**src/design/wcwa_pkg.sv**
```systemverilog
// Shared types and constants for the weekday clock with alarm.
// Holds the transfer payload structs, clock state, configuration set and codes.
// No dependencies.
package wcwa_pkg;

	localparam int unsigned CFG_DATA_W  = 8;
	localparam int unsigned CFG_INDEX_W = 3;

	localparam logic [5:0] SECONDS_PER_MINUTE = 6'd60;
	localparam logic [5:0] MINUTES_PER_HOUR   = 6'd60;
	localparam logic [4:0] HOURS_PER_DAY      = 5'd24;
	localparam logic [2:0] DAYS_PER_WEEK      = 3'd7;

	// Configuration register indexes.
	localparam logic [CFG_INDEX_W-1:0] CFG_BACKLIGHT_SECONDS  = 3'd0;
	localparam logic [CFG_INDEX_W-1:0] CFG_LOW_BATTERY_LEVEL  = 3'd1;
	localparam logic [CFG_INDEX_W-1:0] CFG_HIGH_BATTERY_LEVEL = 3'd2;
	localparam logic [CFG_INDEX_W-1:0] CFG_ALARM_MINUTE       = 3'd3;
	localparam logic [CFG_INDEX_W-1:0] CFG_ALARM_HOUR         = 3'd4;
	localparam logic [CFG_INDEX_W-1:0] CFG_ALARM_WEEKDAY      = 3'd5;

	// Configuration reset values.
	localparam logic [5:0] BACKLIGHT_SECONDS_RST  = 6'd10;
	localparam logic [7:0] LOW_BATTERY_LEVEL_RST  = 8'd183;
	localparam logic [7:0] HIGH_BATTERY_LEVEL_RST = 8'd210;

	typedef enum logic [2:0] {
		ACT_TICK    = 3'd0,
		ACT_LOAD    = 3'd1,
		ACT_BUTTON  = 3'd2,
		ACT_BATTERY = 3'd3,
		ACT_ARM     = 3'd4
	} action_t;

	typedef enum logic [1:0] {
		CHARGE_LOW    = 2'd0,
		CHARGE_MEDIUM = 2'd1,
		CHARGE_FULL   = 2'd2
	} charge_t;

	typedef struct packed {
		logic [2:0] action;
		logic [5:0] set_second;
		logic [5:0] set_minute;
		logic [4:0] set_hour;
		logic [2:0] set_weekday;
		logic [7:0] battery_reading;
		logic       arm_value;
	} item_t;

	typedef struct packed {
		logic [5:0] second;
		logic [5:0] minute;
		logic [4:0] hour;
		logic [2:0] weekday;
		logic       backlight_lit;
		logic       buzzer;
		logic       alarm_sounding;
		logic [1:0] charge_level;
	} result_t;

	typedef struct packed {
		logic [5:0] backlight_seconds;
		logic [7:0] low_battery_level;
		logic [7:0] high_battery_level;
		logic [5:0] alarm_minute;
		logic [4:0] alarm_hour;
		logic [2:0] alarm_weekday;
	} cfg_t;

	typedef struct packed {
		logic [5:0] second;
		logic [5:0] minute;
		logic [4:0] hour;
		logic [2:0] weekday;
		logic       light_idle;
		logic [5:0] light_off_second;
		logic       alarm_armed;
		logic       buzzer_level;
		logic       battery_low;
		charge_t    charge_state;
	} clk_state_t;

endpackage

```
**src/design/wcwa_step.sv**
```systemverilog
// Next-state and result logic for one item of the weekday clock.
// Purely combinational; depends on wcwa_pkg.
module wcwa_step (
	input  wcwa_pkg::clk_state_t state,
	input  wcwa_pkg::cfg_t       cfg,
	input  wcwa_pkg::item_t      item,
	output wcwa_pkg::clk_state_t next_state,
	output wcwa_pkg::result_t    result
);
	import wcwa_pkg::*;

	function automatic logic sounding(input clk_state_t st, input cfg_t c);
		logic match;
		match = st.alarm_armed && (st.weekday == c.alarm_weekday) &&
			(st.hour == c.alarm_hour) && (st.minute == c.alarm_minute);
		return match || st.battery_low;
	endfunction

	logic       snd_before;
	logic [6:0] off_sum;
	logic [6:0] off_wrapped;
	clk_state_t upd;

	assign snd_before = sounding(state, cfg);

	// The sum reaches at most 122, so two conditional subtractions reduce it modulo 60.
	always_comb begin
		off_sum = {1'b0, state.second} + {1'b0, cfg.backlight_seconds};
		priority if (off_sum >= {SECONDS_PER_MINUTE, 1'b0}) begin
			off_wrapped = off_sum - {SECONDS_PER_MINUTE, 1'b0};
		end else if (off_sum >= {1'b0, SECONDS_PER_MINUTE}) begin
			off_wrapped = off_sum - {1'b0, SECONDS_PER_MINUTE};
		end else begin
			off_wrapped = off_sum;
		end
	end

	always_comb begin
		upd = state;
		unique case (action_t'(item.action))
			ACT_TICK: begin
				upd.buzzer_level = snd_before ? !state.buzzer_level : 1'b0;
				if (state.second >= SECONDS_PER_MINUTE - 6'd1) begin
					upd.second = '0;
					if (state.minute >= MINUTES_PER_HOUR - 6'd1) begin
						upd.minute = '0;
						if (state.hour >= HOURS_PER_DAY - 5'd1) begin
							upd.hour = '0;
							upd.weekday = (state.weekday >= DAYS_PER_WEEK - 3'd1) ?
								3'd0 : state.weekday + 3'd1;
						end else begin
							upd.hour = state.hour + 5'd1;
						end
					end else begin
						upd.minute = state.minute + 6'd1;
					end
				end else begin
					upd.second = state.second + 6'd1;
				end
			end
			ACT_LOAD: begin
				upd.second  = (item.set_second >= SECONDS_PER_MINUTE) ? 6'd0 : item.set_second;
				upd.minute  = (item.set_minute >= MINUTES_PER_HOUR) ? 6'd0 : item.set_minute;
				upd.hour    = (item.set_hour >= HOURS_PER_DAY) ? 5'd0 : item.set_hour;
				upd.weekday = (item.set_weekday >= DAYS_PER_WEEK) ? 3'd0 : item.set_weekday;
			end
			ACT_BUTTON: begin
				if (state.light_idle) begin
					upd.light_off_second = off_wrapped[5:0];
					upd.light_idle = 1'b0;
				end else if (snd_before) begin
					upd.alarm_armed = 1'b0;
				end
			end
			ACT_BATTERY: begin
				priority if (item.battery_reading >= cfg.high_battery_level) begin
					upd.charge_state = CHARGE_FULL;
					upd.battery_low = 1'b0;
				end else if (item.battery_reading <= cfg.low_battery_level) begin
					upd.charge_state = CHARGE_LOW;
					upd.battery_low = 1'b1;
				end else begin
					upd.charge_state = CHARGE_MEDIUM;
					upd.battery_low = 1'b0;
				end
			end
			ACT_ARM: begin
				upd.alarm_armed = item.arm_value;
			end
			default: begin
			end
		endcase
	end

	// The backlight timeout ends after any item, including one that has just started it.
	always_comb begin
		next_state = upd;
		if (!upd.light_idle && (upd.second == upd.light_off_second)) begin
			next_state.light_idle = 1'b1;
		end
	end

	assign result.second         = next_state.second;
	assign result.minute         = next_state.minute;
	assign result.hour           = next_state.hour;
	assign result.weekday        = next_state.weekday;
	assign result.backlight_lit  = !next_state.light_idle;
	assign result.buzzer         = next_state.buzzer_level;
	assign result.alarm_sounding = sounding(next_state, cfg);
	assign result.charge_level   = next_state.charge_state;

endmodule

```
**src/design/weekday_clock_with_alarm_top.sv**
```systemverilog
// Top level of the weekday clock with alarm: input register, clock state, result register.
// Depends on wcwa_pkg and wcwa_step.
//
//   channel   handshake                    payload
//   item      item_valid / item_ready      item   (wcwa_pkg::item_t)
//   result    result_valid / result_ready  result (wcwa_pkg::result_t)
//   config    cfg_we                       cfg_index, cfg_data
//
// One item per cycle unless the result stalls; each result passes the input register and then
// the result register, the step logic between them being one short compare and carry update.
// Reset clears the clock state, the configuration to its defaults and both valid flags.
// A stalled result holds while item_ready stays high as long as the input register is free.
module weekday_clock_with_alarm_top (
	input  logic                                clk,
	input  logic                                arst_n,
	input  logic                                item_valid,
	output logic                                item_ready,
	input  wcwa_pkg::item_t                     item,
	output logic                                result_valid,
	input  logic                                result_ready,
	output wcwa_pkg::result_t                   result,
	input  logic                                cfg_we,
	input  logic [wcwa_pkg::CFG_INDEX_W-1:0]    cfg_index,
	input  logic [wcwa_pkg::CFG_DATA_W-1:0]     cfg_data
);
	import wcwa_pkg::*;

	logic       valid_s1;
	item_t      item_s1;
	logic       advance;
	cfg_t       cfg_q;
	clk_state_t state_q;
	clk_state_t state_next;
	result_t    result_next;
	logic       result_valid_q;
	result_t    result_q;

	assign advance    = valid_s1 && (!result_valid_q || result_ready);
	assign item_ready = !valid_s1 || advance;

	always_ff @(posedge clk or negedge arst_n) begin
		if (!arst_n) begin
			valid_s1 <= 1'b0;
		end else if (item_ready) begin
			valid_s1 <= item_valid;
		end
	end

	always_ff @(posedge clk) begin
		if (item_ready && item_valid) begin
			item_s1 <= item;
		end
	end

	always_ff @(posedge clk or negedge arst_n) begin
		if (!arst_n) begin
			cfg_q.backlight_seconds  <= BACKLIGHT_SECONDS_RST;
			cfg_q.low_battery_level  <= LOW_BATTERY_LEVEL_RST;
			cfg_q.high_battery_level <= HIGH_BATTERY_LEVEL_RST;
			cfg_q.alarm_minute       <= '0;
			cfg_q.alarm_hour         <= '0;
			cfg_q.alarm_weekday      <= '0;
		end else if (cfg_we) begin
			unique case (cfg_index)
				CFG_BACKLIGHT_SECONDS:  cfg_q.backlight_seconds  <= cfg_data[5:0];
				CFG_LOW_BATTERY_LEVEL:  cfg_q.low_battery_level  <= cfg_data;
				CFG_HIGH_BATTERY_LEVEL: cfg_q.high_battery_level <= cfg_data;
				CFG_ALARM_MINUTE:       cfg_q.alarm_minute       <= cfg_data[5:0];
				CFG_ALARM_HOUR:         cfg_q.alarm_hour         <= cfg_data[4:0];
				CFG_ALARM_WEEKDAY:      cfg_q.alarm_weekday      <= cfg_data[2:0];
				default: begin
				end
			endcase
		end
	end

	wcwa_step u_step (
		.state      (state_q),
		.cfg        (cfg_q),
		.item       (item_s1),
		.next_state (state_next),
		.result     (result_next)
	);

	always_ff @(posedge clk or negedge arst_n) begin
		if (!arst_n) begin
			state_q.second           <= '0;
			state_q.minute           <= '0;
			state_q.hour             <= '0;
			state_q.weekday          <= '0;
			state_q.light_idle       <= 1'b1;
			state_q.light_off_second <= '0;
			state_q.alarm_armed      <= 1'b0;
			state_q.buzzer_level     <= 1'b0;
			state_q.battery_low      <= 1'b0;
			state_q.charge_state     <= CHARGE_LOW;
		end else if (advance) begin
			state_q <= state_next;
		end
	end

	always_ff @(posedge clk or negedge arst_n) begin
		if (!arst_n) begin
			result_valid_q <= 1'b0;
		end else if (advance) begin
			result_valid_q <= 1'b1;
		end else if (result_ready) begin
			result_valid_q <= 1'b0;
		end
	end

	always_ff @(posedge clk) begin
		if (advance) begin
			result_q <= result_next;
		end
	end

	assign result_valid = result_valid_q;
	assign result       = result_q;

	// Loads and carries must keep the time within its ranges.
	a_time_in_range: assert property (@(posedge clk) disable iff (!arst_n)
		result_valid_q |-> (result_q.second < SECONDS_PER_MINUTE) &&
			(result_q.minute < MINUTES_PER_HOUR) && (result_q.hour < HOURS_PER_DAY) &&
			(result_q.weekday < DAYS_PER_WEEK))
		else $error("result time out of range");

	// A low battery is only ever recorded together with the low charge level.
	a_low_battery_charge: assert property (@(posedge clk) disable iff (!arst_n)
		state_q.battery_low |-> (state_q.charge_state == CHARGE_LOW))
		else $error("battery low flag disagrees with charge level");

	// An item in the input register moves on at once when the result register is empty.
	a_item_moves_on: assert property (@(posedge clk) disable iff (!arst_n)
		(valid_s1 && !result_valid_q) |=> result_valid_q)
		else $error("item held back with an empty result register");

	// The charge level is only ever one of the three defined codes.
	a_charge_code: assert property (@(posedge clk) disable iff (!arst_n)
		result_valid_q |-> (result_q.charge_level != 2'd3))
		else $error("invalid charge level");

endmodule
```
**config.mk**
```make
export PLATFORM = sky130hd
export DESIGN_NAME = weekday_clock_with_alarm_top
export DESIGN_NICKNAME = d
export VERILOG_FILES = /design/src/design/wcwa_pkg.sv /design/src/design/wcwa_step.sv /design/src/design/weekday_clock_with_alarm_top.sv
export SDC_FILE = /design/constraint.sdc
export NUM_CORES = 1
export LEC_CHECK = 0
export ABC_CLOCK_PERIOD_IN_PS = 4620
export BUFFER_PORTS_ARGS = -buffer_cell sky130_fd_sc_hd__buf_4
export CORE_UTILIZATION = 43
export CTS_BUF_LIST = sky130_fd_sc_hd__clkbuf_4 sky130_fd_sc_hd__clkbuf_8
export DETAILED_ROUTE_END_ITERATION = 10
export GPL_ROUTABILITY_DRIVEN = 0
export PLACE_DENSITY_LB_ADDON = 0.15
export SYNTH_ARGS = -nofsm -noshare
export SYNTH_HDL_FRONTEND = slang
export SYNTH_SLANG_ARGS = --single-unit
```
**constraint.sdc**
```tcl
create_clock -name clk -period 4.62 [get_ports clk]
set_input_delay 0.693 -clock clk [delete_from_list [all_inputs] [get_ports clk]]
set_output_delay 0.693 -clock clk [all_outputs]
set_load 0.01 [all_outputs]
```
==> results.txt <==
- In this run, the number of DRC markers left after iteration 0 of detailed routing was 278.
- The first global-routing pass estimated 26100 um of wire.
- In the global route stage, overall resource usage came out at 0.211.
- Class of the most critical hold timing path: in2async
- STA puts the critical path data required time at 4.83 ns.
* Area occupied by multi-input gates: 0.00310 mm^2
* Setup fix buffers added after clock tree synthesis: 0
* Vias: 5140
- The tree is rooted in a sky130_fd_sc_hd__clkbuf_8.
- Detailed-route DRC error count: 0
- Router iterations before antenna repair: 7
- Peak Freq: 260 MHz
- Result of the run: completed
- For this design, the slowest cell found on the critical path is sky130_fd_sc_hd__dfrtp_1.
- After clock tree synthesis, the flow added hold-fix buffers numbering 0.
* Unrepaired setup endpoints after global routing: false
* Clock latency of the later-clocked register in the worst-skew pair: 0.45 ns
* Post-Synthesis Cells: 638
* Hold Vio Cnt, Final: 0
- Buffers placed on the I/O ports in this run total 74.
* Number of gates given a new drive strength after cts: 0
- HPWL after DPL: 11500 um
- Critical Path Sink Type: register
* Sequential fraction of the synthesis area: 0.510
- Counting distinct cell types in the post-synthesis netlist gives 71.
- Clock sink count: 127
* Mean post-synth cell area: 10.7 um^2
* Post-Route Skew: 0.0149 ns
- Remaining Overflow, GRT: 0
- Number of flip-flops and latches in the synthesized netlist: 127
- CTS built an H-tree with a depth of 4.
- Summed over all layers, the routed wires come to 16100 um.
- Traced cell by cell, the critical path runs through ha_1, fa_1, a211oi_1, or3b_1, and2_1, ha_1, and2_1, a41o_1, a21oi_1, or3_1, nand3_1, mux2i_1, o2111ai_1, a21boi_1.
- Yosys mapped a number of flops with a built-in enable equal to 57.
- Dividing the detail-routed wire length by the instance count gives 17.2 um.
- Pin placement for this block handled 75 I/O pins.
- Net switching power: 1470 uW
- CP Data Arrival Time: 4.06 ns
- Of the cells placed in the final design, the portion with a size suffix greater than 1 is 0.227.
- Among all flip-flop cells after synthesis, the most frequent one is sky130_fd_sc_hd__edfxtp_1.
* Antenna violations before repair: 0
- From left edge to right edge, the die measures 128 um.
* Standard-cell row count: 45
- TritonCTS Buffers: 17
- Final hold analysis gives a worst-case slack of 0.371 ns.
* Share of power burned in combinational logic: 0.343
- Count of final setup violators: 0
* CP peak stage delay: 0.44 ns
* Power Internal: 2640 uW
* Portion of total power attributed to the clock network: 0.242
- Reg area: 0.00348 mm^2
- Clock edge transition at the registers on the reported setup and hold paths: 0.08 ns
- Headroom to the max-slew limit came out at 0.383.
* Share of total power in sequential cells: 0.415
- Clk buf depth: 2
- Pin count of the biggest net entering global routing: 71
- Peak supply drop: 0.321 mV
* Layout Nets: 788
* Maximum fanout along the worst path: 6
* Starting density of the core: 0.444
- Routed vias/inst: 5.51
* Area growth syn-to-layout: 16.9%
- Max-cap violation count: 0
- Number of fill cells: 1368
* Static Leak: 0.00331 uW
- Core footprint: 0.0154 mm^2
- Die footprint: 0.0164 mm^2
- Warnings, synthesis: 0
- In the finished design, the share of the clock period the worst path needs comes to 0.833.
- Number of antenna diodes: 0
- TritonCTS built the clock tree.
* Minimum period implied by the final worst setup slack: 3.85 ns
* Antenna violation net count after detailed routing: 0
- At the pin with the least slew margin, the transition time is 0.926 ns.
- Number of global-route vias before repair: 5120
- Switching share of power: 0.357
- Final max-slew violation count: 0
* Summed instance area of the synthesized netlist: 0.00683 mm^2
- The worst setup path is launched from a register.
- After synthesis, the share of flip-flops with an asynchronous set or reset is 0.551.
- CP Class: reg2reg
- In this run the power density over the cells is 515 mW/mm^2.
- The die is 128 um tall.
- For the final routed database, the setup TNS stands at 0 ns.
- The number of nets in the synthesized netlist is 717.
## state kept, by name, indices dropped and copies added, names as in the netlist
| register | flops |
|---|---|
| cfg_q | 36 |
| item_s1 | 32 |
| result | 25 |
| result_valid | 1 |
| state_q | 32 |
| valid_s1 | 1 |
## per-layer routing
layer	vias to the layer above	wire, um	track usage
met2	150	7640	0.345
met3	35	744	0.0526
met5	-	0	0
met4	0	354	0.0789
met1	2471	7340	0.270
li1	2484	-	-
## metrics by stage
stage | utilization | total power, uW | worst slack (ns) | area [um^2] | std cells
global placement | 0.492 | 3060 | 0.914 | 7570 | 901
finish | 0.519 | 4110 | 0.771 | 7980 | 933
CTS | 0.519 | 4130 | 0.819 | 7980 | 933
global route | 0.519 | 4380 | 0.513 | 7980 | 933
floorplan | - | 2720 | 1.17 | 6830 | 638
detailed placement | 0.492 | 3120 | 0.835 | 7570 | 901
## critical path: cells and delay by family (launching register included)
kind	cells	cell delay (ns)
muxes	1	0.20
AOI/OAI and AO/OA	5	0.91
adders and majority gates	3	0.89
DFF	1	0.44
and+or+nand+nor	5	1.15
## worst paths after layout
path                                              start                       to  slack, ns  cells past startpoint
worst max-delay path            state_q[26]$_DFFE_PN0P_      result[4]$_DFFE_PP_       0.77                     14
worst min-delay path                             arst_n  state_q[17]$_DFFE_PN0P_       0.37                      1
worst max register to register  state_q[26]$_DFFE_PN0P_      result[4]$_DFFE_PP_       0.77                     14
min in group clk                               item[23]    item_s1[23]$_DFFE_PP_       0.41                      1
max in group asynchronous                        arst_n  state_q[16]$_DFFE_PN0P_       3.65                      1
worst min register to register  state_q[10]$_DFFE_PN0P_  state_q[10]$_DFFE_PN0P_       0.49                      2
## cell type report
| type | instances | area share |
|---|---|---|
| Sequential cell | 127 | 0.436 |
| Multi-Input combinational cell | 450 | 0.389 |
| Timing Repair Buffer | 80 | 0.0753 |
| Clock buffer | 18 | 0.0303 |
| Clock inverter | 14 | 0.0213 |
| Tap cell | 211 | 0.0331 |
| Inverter | 33 | 0.0155 |
## cells in the mapped netlist (all sizes together) (4+ instances only)
| master | n | area, um^2 |
|---|---|---|
| a21oi | 26 | 141 |
| o21a | 5 | 37.5 |
| nand3 | 21 | 105 |
| a21boi | 4 | 30.0 |
| mux2i | 4 | 40.0 |
| inv | 33 | 124 |
| edfxtp | 57 | 1710 |
| nand2b | 8 | 50.1 |
| mux2 | 34 | 383 |
| clkbuf | 17 | 65.1 |
| nand2 | 72 | 270 |
| nand4 | 13 | 81.3 |
| ha | 30 | 375 |
| nor4 | 5 | 31.3 |
| buf | 11 | 58.8 |
| a211oi | 4 | 30.0 |
| dfstp | 13 | 342 |
| a21o | 9 | 67.6 |
| a31oi | 10 | 62.6 |
| o2111ai | 5 | 43.8 |
| nor3b | 5 | 37.5 |
| a32oi | 4 | 35.0 |
| and3 | 6 | 37.5 |
| nor2 | 35 | 134 |
| o31ai | 5 | 37.5 |
| xor2 | 13 | 114 |
| nor3 | 10 | 50.1 |
| or3 | 4 | 25.0 |
| xnor2 | 25 | 219 |
| o211ai | 4 | 30.0 |
| o21ai | 41 | 205 |
| dfrtp | 57 | 1430 |
## kinds of logic after synthesis
family | after synthesis | synth area share
AND/OR/NAND/NOR | 197 | 0.140
AO/OA/AOI/OAI | 145 | 0.144
XOR/XNOR | 38 | 0.0487
adder cells (fa/ha/maj) | 32 | 0.0594
buffers and inverters | 61 | 0.0363
flip-flops | 127 | 0.510
multiplexers | 38 | 0.0619
## cells in the final DEF, fill, tap and decap left out, drive strengths merged, types with 5 or more instances in the layout
cell type  synthesis  layout
a21o               9       9
a21oi             26      26
a31oi             10      10
and3               6       6
buf               11      80
clkbuf            17      18
clkinv             0       9
dfrtp             57      57
dfstp             13      13
edfxtp            57      57
ha                30      30
inv               33      32
mux2              34      34
nand2             72      72
nand2b             8       8
nand3             21      21
nand4             13      13
nor2              35      35
nor3              10      10
nor3b              5       5
nor4               5       5
o2111ai            5       5
o21a               5       5
o21ai             41      41
o31ai              5       5
xnor2             25      25
xor2              13      13
## power groups by stage
stage / Combinational (uW) / Sequential [uW] / Clock (uW)
after floorplan: 1100 / 1630 / 0
after global placement: 1350 / 1710 / 0
after detailed placement: 1400 / 1730 / 0
after CTS: 1410 / 1700 / 1020
after global routing: 1570 / 1740 / 1070
final: 1410 / 1710 / 996
(Power assumes the default switching activity.)
